<file path="config.mk">
export PLATFORM = sky130hd
export DESIGN_NAME = timed_effect_slot_mixer
export DESIGN_NICKNAME = d
export VERILOG_FILES = /design/src/rtl/tesm_pkg.sv /design/src/rtl/timed_effect_slot_mixer.sv
export SDC_FILE = /design/constraint.sdc
export NUM_CORES = 1
export LEC_CHECK = 0
export ABC_AREA = 1
export BUFFER_PORTS_ARGS = -buffer_cell sky130_fd_sc_hd__buf_2
export CAP_MARGIN = 40
export CORE_ASPECT_RATIO = 0.5
export CORE_MARGIN = 2
export CORE_UTILIZATION = 65
export CTS_CLUSTER_DIAMETER = 60
export DETAILED_ROUTE_END_ITERATION = 7
export PLACE_DENSITY = 0.84
export SYNTH_ARGS = -nofsm -noshare
export SYNTH_HDL_FRONTEND = slang
export SYNTH_SLANG_ARGS = --single-unit
</file>
<file path="constraint.sdc">
create_clock -name clock -period 18.9 [get_ports clock]
set_input_delay 2.835 -clock clock [delete_from_list [all_inputs] [get_ports clock]]
set_output_delay 2.835 -clock clock [all_outputs]
set_load 0.1 [all_outputs]
</file>
<file path="src/rtl/tesm_pkg.sv">
// Shared types and constants of the timed effect slot mixer.
package tesm_pkg;

   localparam int SLOTS  = 8;
   localparam int SLOT_W = (SLOTS > 1) ? $clog2(SLOTS) : 1;

   localparam int TIME_W  = 24;
   localparam int LVL_W   = 16;
   localparam int ID_W    = 16;
   localparam int TOTAL_W = 19;

   localparam logic [TIME_W-1:0]  MIN_DUR_RESET = TIME_W'(50000);
   localparam logic [TOTAL_W-1:0] TOTAL_MAX     = {TOTAL_W{1'b1}};

   // request codes; an unknown request is taken and dropped with no result
   localparam logic [1:0] REQ_TICK    = 2'd0;
   localparam logic [1:0] REQ_START   = 2'd1;
   localparam logic [1:0] REQ_QUERY   = 2'd2;
   localparam logic [1:0] REQ_UNKNOWN = 2'd3;

   typedef enum logic [1:0] {
      ST_IDLE,
      ST_SCAN,
      ST_FINISH
   } tesm_state_type;

   typedef struct packed {
      logic [1:0]        req_type;
      logic [TIME_W-1:0] duration;
      logic [LVL_W-1:0]  heavy_level;
      logic [LVL_W-1:0]  light_level;
      logic [ID_W-1:0]   query_id;
      logic [LVL_W-1:0]  tick_delta;
   } tesm_req_type;

   typedef struct packed {
      logic               start_ok;
      logic [ID_W-1:0]    effect_id;
      logic               is_live;
      logic [TOTAL_W-1:0] heavy_total;
      logic [TOTAL_W-1:0] light_total;
   } tesm_rsp_type;

endpackage

</file>
<file path="src/rtl/timed_effect_slot_mixer.sv">
// Top level of the timed effect slot mixer: slot table, scan sequencer, result register.
//
// Usage
//   req_* : valid/ready input channel, one beat per request (tick, start, query).
//   rsp_* : valid/ready result channel, one beat per tick, start or query.
//           A request of type 3 is taken and dropped with no result beat.
//   csr_* : write enable and data for min_duration; write only while idle.
// Sequencing
//   A request is taken only while the sequencer is idle. It then walks the slot
//   table one slot per cycle through one shared time compare/subtract unit and
//   one pair of saturating adders: a tick visits every slot, a start or query
//   stops at the first hit (or the last slot); the finish step then loads the
//   result register, and only then is the next request taken.
// Stalls
//   The result register holds a finished beat while rsp_ready is low, and the
//   next request is still taken and scanned; a second result then waits in
//   the finish step until the register frees.
// Reset
//   Synchronous, active high: slot times and tags clear to zero, id counter to
//   zero, min_duration to 50000, sequencer idle, no result pending.
module timed_effect_slot_mixer
   import tesm_pkg::*;
(
   input  logic              clock,
   input  logic              reset,
   input  logic              req_valid,
   output logic              req_ready,
   input  tesm_req_type      req_payload,
   output logic              rsp_valid,
   input  logic              rsp_ready,
   output tesm_rsp_type      rsp_payload,
   input  logic              csr_wr_en,
   input  logic [TIME_W-1:0] csr_wr_data
);

   // slot table
   logic [TIME_W-1:0] slot_time_ff  [SLOTS];
   logic [ID_W-1:0]   slot_tag_ff   [SLOTS];
   logic [LVL_W-1:0]  slot_heavy_ff [SLOTS];
   logic [LVL_W-1:0]  slot_light_ff [SLOTS];

   logic [TIME_W-1:0] min_dur_ff;
   logic [ID_W-1:0]   id_counter_ff;

   // sequencer and the latched request
   tesm_state_type    state_ff, state_in;
   logic [SLOT_W-1:0] idx_ff;
   logic [1:0]        op_ff;
   logic [TIME_W-1:0] dur_ff;
   logic [LVL_W-1:0]  heavy_ff, light_ff;
   logic [ID_W-1:0]   qid_ff;
   logic [LVL_W-1:0]  delta_ff;

   // running results
   logic [TOTAL_W-1:0] hsum_ff, lsum_ff;
   logic               ok_ff, live_ff;

   logic         rsp_valid_ff;
   tesm_rsp_type rsp_ff, rsp_in;

   logic req_fire, scan_en, fin_load, out_free;
   logic last, hit, scan_done;

   logic [TIME_W-1:0]  cur_time, time_sub, dur_raised;
   logic               cur_live;
   logic [TOTAL_W:0]   hadd, ladd;

   assign req_fire = req_valid && req_ready;
   assign out_free = !rsp_valid_ff || rsp_ready;

   assign cur_time = slot_time_ff[idx_ff];
   assign cur_live = (cur_time != '0);
   assign last     = (idx_ff == SLOT_W'(SLOTS - 1));

   // shared unit: saturating time decrement for ticks
   assign time_sub = (cur_time > TIME_W'(delta_ff)) ? (cur_time - TIME_W'(delta_ff)) : '0;

   assign hadd = {1'b0, hsum_ff} + (TOTAL_W + 1)'(slot_heavy_ff[idx_ff]);
   assign ladd = {1'b0, lsum_ff} + (TOTAL_W + 1)'(slot_light_ff[idx_ff]);

   always_comb begin
      unique case (op_ff)
         REQ_START: hit = !cur_live;
         REQ_QUERY: hit = (slot_tag_ff[idx_ff] == qid_ff);
         default:   hit = 1'b0;
      endcase
   end

   assign scan_done  = hit || last;
   assign dur_raised = (req_payload.duration < min_dur_ff) ? min_dur_ff
                                                             : req_payload.duration;

   // next state
   always_comb begin
      state_in = state_ff;
      unique case (state_ff)
         ST_IDLE: begin
            if (req_fire && req_payload.req_type != REQ_UNKNOWN) state_in = ST_SCAN;
         end
         ST_SCAN: begin
            if (scan_done) state_in = ST_FINISH;
         end
         ST_FINISH: begin
            if (out_free) state_in = ST_IDLE;
         end
         default: state_in = ST_IDLE;
      endcase
   end

   // sequencer outputs
   always_comb begin
      req_ready = 1'b0;
      scan_en   = 1'b0;
      fin_load  = 1'b0;
      unique case (state_ff)
         ST_IDLE:   req_ready = 1'b1;
         ST_SCAN:   scan_en   = 1'b1;
         ST_FINISH: fin_load  = out_free;
         default: ;
      endcase
   end

   always_ff @(posedge clock) begin
      if (reset) begin
         state_ff <= ST_IDLE;
      end else begin
         state_ff <= state_in;
      end
   end

   always_ff @(posedge clock) begin
      if (reset) begin
         min_dur_ff <= MIN_DUR_RESET;
      end else if (csr_wr_en) begin
         min_dur_ff <= csr_wr_data;
      end
   end

   // id counter bumps on every start, also a failing one
   always_ff @(posedge clock) begin
      if (reset) begin
         id_counter_ff <= '0;
      end else if (req_fire && req_payload.req_type == REQ_START) begin
         id_counter_ff <= id_counter_ff + ID_W'(1);
      end
   end

   // latch request; the block below clears the running results on the same accept
   always_ff @(posedge clock) begin
      if (req_fire) begin
         op_ff    <= req_payload.req_type;
         dur_ff   <= dur_raised;
         heavy_ff <= req_payload.heavy_level;
         light_ff <= req_payload.light_level;
         qid_ff   <= req_payload.query_id;
         delta_ff <= req_payload.tick_delta;
      end
   end

   always_ff @(posedge clock) begin
      if (reset) begin
         idx_ff  <= '0;
         hsum_ff <= '0;
         lsum_ff <= '0;
         ok_ff   <= 1'b0;
         live_ff <= 1'b0;
      end else if (req_fire) begin
         idx_ff  <= '0;
         hsum_ff <= '0;
         lsum_ff <= '0;
         ok_ff   <= 1'b0;
         live_ff <= 1'b0;
      end else if (scan_en) begin
         if (!last) idx_ff <= idx_ff + SLOT_W'(1);
         unique case (op_ff)
            REQ_TICK: begin
               if (cur_live) begin
                  hsum_ff <= hadd[TOTAL_W] ? TOTAL_MAX : hadd[TOTAL_W-1:0];
                  lsum_ff <= ladd[TOTAL_W] ? TOTAL_MAX : ladd[TOTAL_W-1:0];
               end
            end
            REQ_START: begin
               if (hit) ok_ff <= 1'b1;
            end
            REQ_QUERY: begin
               if (hit) live_ff <= cur_live;
            end
            default: ;
         endcase
      end
   end

   // slot table writes at the scan index
   always_ff @(posedge clock) begin
      if (reset) begin
         for (int i = 0; i < SLOTS; i++) begin
            slot_time_ff[i] <= '0;
            slot_tag_ff[i]  <= '0;
         end
      end else if (scan_en) begin
         if (op_ff == REQ_TICK) begin
            slot_time_ff[idx_ff] <= time_sub;
         end else if (op_ff == REQ_START && hit) begin
            slot_time_ff[idx_ff] <= dur_ff;
            slot_tag_ff[idx_ff]  <= id_counter_ff;
         end
      end
   end

   always_ff @(posedge clock) begin
      if (scan_en && op_ff == REQ_START && hit) begin
         slot_heavy_ff[idx_ff] <= heavy_ff;
         slot_light_ff[idx_ff] <= light_ff;
      end
   end

   // result beat; fields that do not apply stay zero
   always_comb begin
      rsp_in             = '0;
      rsp_in.start_ok    = ok_ff;
      rsp_in.effect_id   = ok_ff ? id_counter_ff : '0;
      rsp_in.is_live     = live_ff;
      rsp_in.heavy_total = hsum_ff;
      rsp_in.light_total = lsum_ff;
   end

   always_ff @(posedge clock) begin
      if (reset) begin
         rsp_valid_ff <= 1'b0;
      end else if (fin_load) begin
         rsp_valid_ff <= 1'b1;
      end else if (rsp_ready) begin
         rsp_valid_ff <= 1'b0;
      end
   end

   always_ff @(posedge clock) begin
      if (fin_load) rsp_ff <= rsp_in;
   end

   assign rsp_valid   = rsp_valid_ff;
   assign rsp_payload = rsp_ff;

   // checks
   a_id_bump: assert property (@(posedge clock) disable iff (reset)
      (req_fire && req_payload.req_type == REQ_START)
      |=> id_counter_ff == $past(id_counter_ff) + ID_W'(1))
      else $error("id counter did not advance on start");

   a_fail_id_zero: assert property (@(posedge clock) disable iff (reset)
      (rsp_valid && !rsp_payload.start_ok) |-> rsp_payload.effect_id == '0)
      else $error("failed start carries an id");

   a_drop_unknown: assert property (@(posedge clock) disable iff (reset)
      (req_fire && req_payload.req_type == REQ_UNKNOWN) |=> state_ff == ST_IDLE)
      else $error("unknown request started a scan");

   a_finish_loads: assert property (@(posedge clock) disable iff (reset)
      fin_load |=> (rsp_valid_ff && state_ff == ST_IDLE))
      else $error("finished result not presented");

   a_tick_full_scan: assert property (@(posedge clock) disable iff (reset)
      (scan_en && op_ff == REQ_TICK && !last) |=> state_ff == ST_SCAN)
      else $error("tick scan ended early");

endmodule

</file>
==> flow_metrics.env, run 1 <==
export IMPL_hold_violations=0
export IMPL_required_ps=19130
export IMPL_drt_antenna_violating_nets=0
export IMPL_drt_iter0_drc=3927
export IMPL_dieArea_mm2=0.0591
export IMPL_worst_pin_slew_ps=927
export IMPL_globalRouteOverflowTotal=0
export IMPL_finalCritPeriodShare=0.329
export IMPL_cp_end_kind="flop"
export IMPL_rows=61
export IMPL_cts_sinks=811
export IMPL_post_cts_buffers=0
export IMPL_die_h_um=173
export IMPL_gp_congestion=0.976
export IMPL_clock_path_buffers=3
export IMPL_post_route_min_period_ps=6220
export IMPL_clock_skew_ps=28.5
export IMPL_path_class="flop to flop"
export IMPL_ys_warn_count=0
export IMPL_finalSetupViolCount=0
export IMPL_root_buffer="clkbuf_16"
export IMPL_ff_latch_area_mm2=0.0235
export IMPL_htree_levels=3
export IMPL_tns_ps=0
export IMPL_status="complete, no violations"
export IMPL_max_slew_margin_rel=0.380
export IMPL_wl_um=96400
export IMPL_cts_clk_slew_worst_paths_ps=70
export IMPL_path_max_fanout=81
export IMPL_synth_top_cell_area_share=0.585
export IMPL_synth_edff_count=722
export IMPL_ys_seq_elements=811
export IMPL_yosysUniqueCellTypes=47
export IMPL_multi_input_area_mm2=0.0119
export IMPL_ys_top_cells_by_count="nor2_1, edfxtp_1, nand2_1"
export IMPL_synthFlopType="edfxtp_1"
export IMPL_postSynthAreaPerCell_um2=10.3
export IMPL_grt_pass1_vias=26365
export IMPL_grt_max_degree=127
export IMPL_drc_errors=0
export IMPL_hold_buffers=0
export IMPL_rsz0062_at_grt="no"
export IMPL_syn_to_final_growth_pct=10.3
export IMPL_wire_per_inst_um=21.3
export IMPL_min_path_type="flop to flop"
export IMPL_grt_antenna_before_repair=0
export IMPL_startpoint_type="flop"
export IMPL_core_region_area_mm2=0.0559
export IMPL_power_density_mw_per_mm2=99.6
export IMPL_place_port_buffers=176
export IMPL_netlist_area_mm2=0.0371
export IMPL_synth_area_leader_cell="edfxtp_1"
export IMPL_ios=177
export IMPL_hpwl_um=61500
export IMPL_vias=27574
export IMPL_synth_area_leaders="edfxtp_1, nor2_1, nand2_1, dfxtp_1, o21ai_0"
export IMPL_cts_buffers=70
export IMPL_dr_pass1_iters=6
export IMPL_grt_use_total=0.325
export IMPL_fill_cells=3743
export IMPL_synth_nets=3811
export IMPL_fin_nets=3918
export IMPL_clk_latency_ps=620
export IMPL_synth_most_common_cell="nor2_1"
export IMPL_avgViaCountPerCell=6.09
export IMPL_finalMaxSlewViolations=0
export IMPL_synth_async_reset_ratio=0
export IMPL_arrival_ps=6450
export IMPL_die_w_um=342
export IMPL_initial_utilization=0.662
export IMPL_cts_tree="built"
export IMPL_synthCells=3612
export IMPL_irDropWorstVdd_mv=0.0663
export IMPL_clock_fmax_mhz=161
export IMPL_cts_resized=0
export IMPL_diodes=0
export IMPL_utilization=0.730
export IMPL_maxCapViolCount=0
export IMPL_ys_seq_area_frac=0.633
export IMPL_drive_gt1_frac=0.131
export IMPL_leakage_nw=15.7
export IMPL_grt_pass1_wl_um=147000
==> cells by family after synthesis <==
kind of cell | after synthesis | share of synthesized area
compound gates | 619 | 0.0891
xor+xnor | 28 | 0.00662
fa+ha+maj | 80 | 0.0276
buf+inv | 421 | 0.0491
flops | 811 | 0.633
simple gates | 1653 | 0.195
==> cell type report <==
cell class,instances,share of cell area
multi-input combinational,2380,0.290
clock inverter,32,0.00784
tap,756,0.0231
timing repair buffer,215,0.0336
inverter,241,0.0224
sequential,811,0.574
clock buffer,95,0.0484
==> per-layer routing <==
| layer | global-route usage | wire length, µm | up-vias |
|---|---|---|---|
| met5 | 0 | 0 | - |
| met4 | 0.127 | 3790 | 0 |
| met3 | 0.0609 | 10400 | 280 |
| met2 | 0.513 | 45000 | 1711 |
| met1 | 0.450 | 37300 | 13036 |
| li1 | - | - | 12547 |
==> critical path: stages (launching register included) <==
cell      delay [ps]
dfxtp_4          660
buf_4            790
buf_4            410
buf_16           320
nand2_1          100
nand2_1           70
o21ai_1           70
o21ai_1          200
nand2_1           80
nor2_1           110
nand2_1           90
nor2_1           130
nand3_1          160
nand2_2          210
nand4_1          120
o21bai_2         540
nand2_2          710
nand2_2          960
==> sequential cells by signal, summed over array words and instances (netlist names), named ones only <==
signal and cells:
ok_ff 1, op_ff 2, slot_tag_ff 128, light_ff 16, hsum_ff 19, heavy_ff 16, slot_time_ff 192, id_counter_ff 16
min_dur_ff 24, live_ff 1, idx_ff 3, lsum_ff 19, delta_ff 16, slot_light_ff 128, rsp_valid 1, dur_ff 24
qid_ff 16, slot_heavy_ff 128, rsp_payload 56, state_ff 2
==> cells in the final DEF, fill, tap and decap left out, types with 6 or more instances in the layout <==
cell | Yosys | layout
buf_16 | 0 | 7
nand3b_1 | 35 | 35
buf_2 | 43 | 176
inv_1 | 229 | 228
buf_4 | 17 | 27
or2_2 | 20 | 20
dfxtp_1 | 89 | 86
clkinv_1 | 10 | 15
clkbuf_1 | 89 | 15
xor2_1 | 14 | 14
nand2_1 | 482 | 481
nor2_1 | 785 | 774
nand3_1 | 143 | 143
nor3_1 | 30 | 29
ha_1 | 77 | 77
nor4_1 | 6 | 6
nand2_2 | 20 | 21
nand2_4 | 39 | 39
clkinv_2 | 0 | 14
o21ai_0 | 326 | 326
clkbuf_8 | 0 | 7
nor2_4 | 1 | 11
xnor2_1 | 14 | 14
clkbuf_16 | 0 | 73
a21oi_1 | 130 | 130
nand4_1 | 20 | 20
o21ai_1 | 50 | 50
o22ai_1 | 34 | 34
nor2_2 | 68 | 69
edfxtp_1 | 722 | 722
o21a_1 | 9 | 9
a31oi_1 | 40 | 40
==> stage by stage <==
step / std cells / worst slack, ps / total power (W) / hold slack, ps / area [µm²]
floorplan: 3612 / 9970 / 0.00248 / 406 / 37100
global placement: 4390 / 12450 / 0.00261 / 447 / 38300
detailed placement: 4403 / 12940 / 0.00264 / 445 / 38600
CTS: 4530 / 12880 / 0.00406 / 463 / 40900
global route: 4530 / 12420 / 0.00420 / 482 / 40900
finish: 4530 / 12680 / 0.00407 / 457 / 40900
==> report_power, final <==
group	internal [W]	switching (W)	leakage (nW)	total (W)
combinational	0.000163	0.000408	6.87	0.000571
sequential	0.00201	0.0000315	7.73	0.00204
clock	0.000811	0.000650	1.13	0.00146
total	0.00298	0.00109	15.7	0.00407
==> path summary, 6_finish.rpt <==
path / from / end / slack [ps] / depth (start not counted)
max: flop / slot_time_ff[0][7]$_SDFFCE_PN0P_ / 12680 / 17
max reg2reg: flop / slot_time_ff[0][7]$_SDFFCE_PN0P_ / 12680 / 17
min reg2reg: hsum_ff[7]$_SDFFE_PP0P_ / rsp_payload[26]$_DFFE_PP_ / 460 / 0
min: hsum_ff[7]$_SDFFE_PP0P_ / rsp_payload[26]$_DFFE_PP_ / 460 / 0
Note: power is estimated with default switching activity, not from simulation.
==> inputs of run 2 (changes only) <==
--- a/config.mk
+++ b/config.mk
@@ -5,15 +5,15 @@
 export SDC_FILE = /design/constraint.sdc
 export NUM_CORES = 1
 export LEC_CHECK = 0
-export ABC_AREA = 1
+export ABC_AREA = 0
 export BUFFER_PORTS_ARGS = -buffer_cell sky130_fd_sc_hd__buf_2
 export CAP_MARGIN = 40
 export CORE_ASPECT_RATIO = 0.5
 export CORE_MARGIN = 2
-export CORE_UTILIZATION = 65
+export CORE_UTILIZATION = 56
 export CTS_CLUSTER_DIAMETER = 60
 export DETAILED_ROUTE_END_ITERATION = 7
-export PLACE_DENSITY = 0.84
+export PLACE_DENSITY = 0.77
 export SYNTH_ARGS = -nofsm -noshare
 export SYNTH_HDL_FRONTEND = slang
 export SYNTH_SLANG_ARGS = --single-unit
==> constraint.sdc (replaced) <==
create_clock -name clock -period 5.7 [get_ports clock]
set_input_delay 0.855 -clock clock [delete_from_list [all_inputs] [get_ports clock]]
set_output_delay 0.855 -clock clock [all_outputs]
set_load 0.1 [all_outputs]
==> flow_metrics.env, run 2 <==
export IMPL_dieArea_mm2=0.0677
export IMPL_synth_top_cell_area_share=0.591
export IMPL_fin_nets=2864
export IMPL_clock_skew_ps=46.4
export IMPL_rsz0062_at_grt="no"
export IMPL_die_h_um=185
export IMPL_post_route_min_period_ps=5600
export IMPL_use_met2=0.447
export IMPL_wl_um=93100
export IMPL_postSynthAreaPerCell_um2=14.7
export IMPL_worst_pin_slew_ps=975
export IMPL_startpoint_type="flop"
export IMPL_arrival_ps=6060
export IMPL_max_slew_margin_rel=0.348
export IMPL_ys_seq_elements=811
export IMPL_grt_busiest_layer="met2"
export IMPL_cp_end_kind="flop"
export IMPL_whs_path_depth=1
export IMPL_gp_congestion=0.954
export IMPL_finalMaxSlewViolations=0
export IMPL_largest_register="slot_time_ff"
export IMPL_grt_antenna_before_repair=4
export IMPL_cts_buffers=71
export IMPL_power_density_mw_per_mm2=313
export IMPL_use_met3=0.0587
export IMPL_root_buffer="clkbuf_16"
export IMPL_clock_path_buffers=3
export IMPL_required_ps=6160
export IMPL_ys_top_cells_by_count="edfxtp_1, o22ai_1, and3_1"
export IMPL_avgViaCountPerCell=6.53
export IMPL_globalRouteOverflowTotal=0
export IMPL_p_total_w=0.0129
export IMPL_syn_to_final_growth_pct=12.2
export IMPL_synth_async_reset_ratio=0
export IMPL_synth_most_common_cell="edfxtp_1"
export IMPL_synthFlopType="edfxtp_1"
export IMPL_synth_area_leaders="edfxtp_1, mux4_2, dfxtp_1, ha_1, o22ai_1"
export IMPL_cts_clk_slew_worst_paths_ps=70
export IMPL_grtUsageMet1=0.368
export IMPL_wire_per_inst_um=25.8
export IMPL_ys_warn_count=0
export IMPL_finalSetupViolCount=0
export IMPL_grt_use_total=0.274
export IMPL_synthCells=2494
export IMPL_initial_utilization=0.566
export IMPL_min_path_type="input port to flop"
export IMPL_final_common_cell="edfxtp_1"
export IMPL_core_region_area_mm2=0.0648
export IMPL_synth_edff_count=722
export IMPL_r2r_cells=12
export IMPL_rows=66
export IMPL_cts_tree="built"
export IMPL_reg2reg_setup_slack_ps=100
export IMPL_netlist_area_mm2=0.0367
export IMPL_path_max_fanout=37
export IMPL_dr_pass1_iters=6
export IMPL_drive_gt1_frac=0.231
export IMPL_ys_seq_area_frac=0.640
export IMPL_drt_iter0_drc=3676
export IMPL_clk_latency_ps=650
export IMPL_synth_area_leader_cell="edfxtp_1"
export IMPL_hpwl_um=58400
export IMPL_cts_sinks=811
export IMPL_maxCapViolCount=0
export IMPL_synth_nets=2693
export IMPL_drt_antenna_violating_nets=0
export IMPL_htree_levels=3
export IMPL_largest_register_ffs=192
export IMPL_place_port_buffers=176
export IMPL_path_class="flop to flop"
export IMPL_die_w_um=366
export IMPL_drc_errors=0
export IMPL_utilization=0.635
export IMPL_finalCritPeriodShare=0.983
export IMPL_grt_pass1_wl_um=139000
export IMPL_ios=177
export IMPL_yosysUniqueCellTypes=84
export IMPL_irDropWorstVdd_mv=0.206
export IMPL_grt_max_degree=129
export IMPL_leakage_nw=14.8
export IMPL_clock_fmax_mhz=179
export IMPL_tns_ps=0
export IMPL_vias=23556
export IMPL_layout_common_cells="edfxtp_1, buf_2, o22ai_1"
export IMPL_status="complete, no violations"
export IMPL_hold_violations=0
export IMPL_grt_pass1_vias=23095
==> run 2: worst paths after layout <==
path,start,end
worst min register to register,lsum_ff[13]$_SDFFE_PP0P_,rsp_payload[13]$_DFFE_PP_
worst max-delay path,flop,slot_time_ff[7][7]$_SDFFCE_PN0P_
worst min-delay path,req_payload[17],qid_ff[1]$_DFFE_PP_
worst max register to register,flop,slot_time_ff[7][7]$_SDFFCE_PN0P_
==> run 2: layout make-up <==
| class | instances | area, µm² |
|---|---|---|
| Tap cell | 884 | 1110 |
| Clock inverter | 36 | 417 |
| Clock buffer | 92 | 1970 |
| Sequential cell | 811 | 23500 |
| Antenna cell | 1 | 2.50 |
| Multi-Input combinational cell | 1448 | 12200 |
| Inverter | 67 | 251 |
| Timing Repair Buffer | 266 | 1710 |
| Fill cell | 4609 | 23700 |
==> run 2: repair_timing <==
item                       in CTS  in global routing
setup endpoints to repair       0                  1
buffers inserted                0                  1
hold buffers                    0                  0
resized for setup               0                  0
==> run 2: where the power goes <==
part / internal, W / switching (W) / total (W)
Sequential: 0.00664 / 0.000119 / 0.00676
Combinational: 0.000418 / 0.000675 / 0.00109
Clock: 0.00282 / 0.00220 / 0.00503
Total: 0.00988 / 0.00300 / 0.0129
==> run 2: critical path: stages, from the launching register on <==
cell       delay (ps)
dfxtp_4           680
buf_4             480
mux4_2            360
mux2_2            280
ha_1              370
o21ai_0           120
a21oi_1           210
a41oi_1           250
o31ai_1           870
a2111oi_2         200
nor2_1            790
nand3b_1          460
o22ai_1           310
==> run 2: per-layer routing <==
layer,vias to the layer above,share of wire
met2,1434,0.47
met3,250,0.11
met4,6,0.036
met5,-,0.00043
li1,10199,-
met1,11667,0.38
==> run 2: cell families after synthesis <==
| kind of cell | share of synthesized area |
|---|---|
| flops | 0.640 |
| simple gates | 0.0796 |
| compound gates | 0.0895 |
| mux | 0.119 |
| buf+inv | 0.0277 |
| fa+ha+maj | 0.0279 |
| xor+xnor | 0.0167 |
==> run 2: through the flow <==
step,hold WS [ps],setup WS [ps],cells,instance area [µm²]
after floorplan,430,4.84,2494,36700
after global placement,456,368,3465,38600
final,379,99.3,3605,41100
after CTS,359,247,3601,41100
after global routing,369,65.4,3604,41100
after detailed placement,456,303,3473,38700
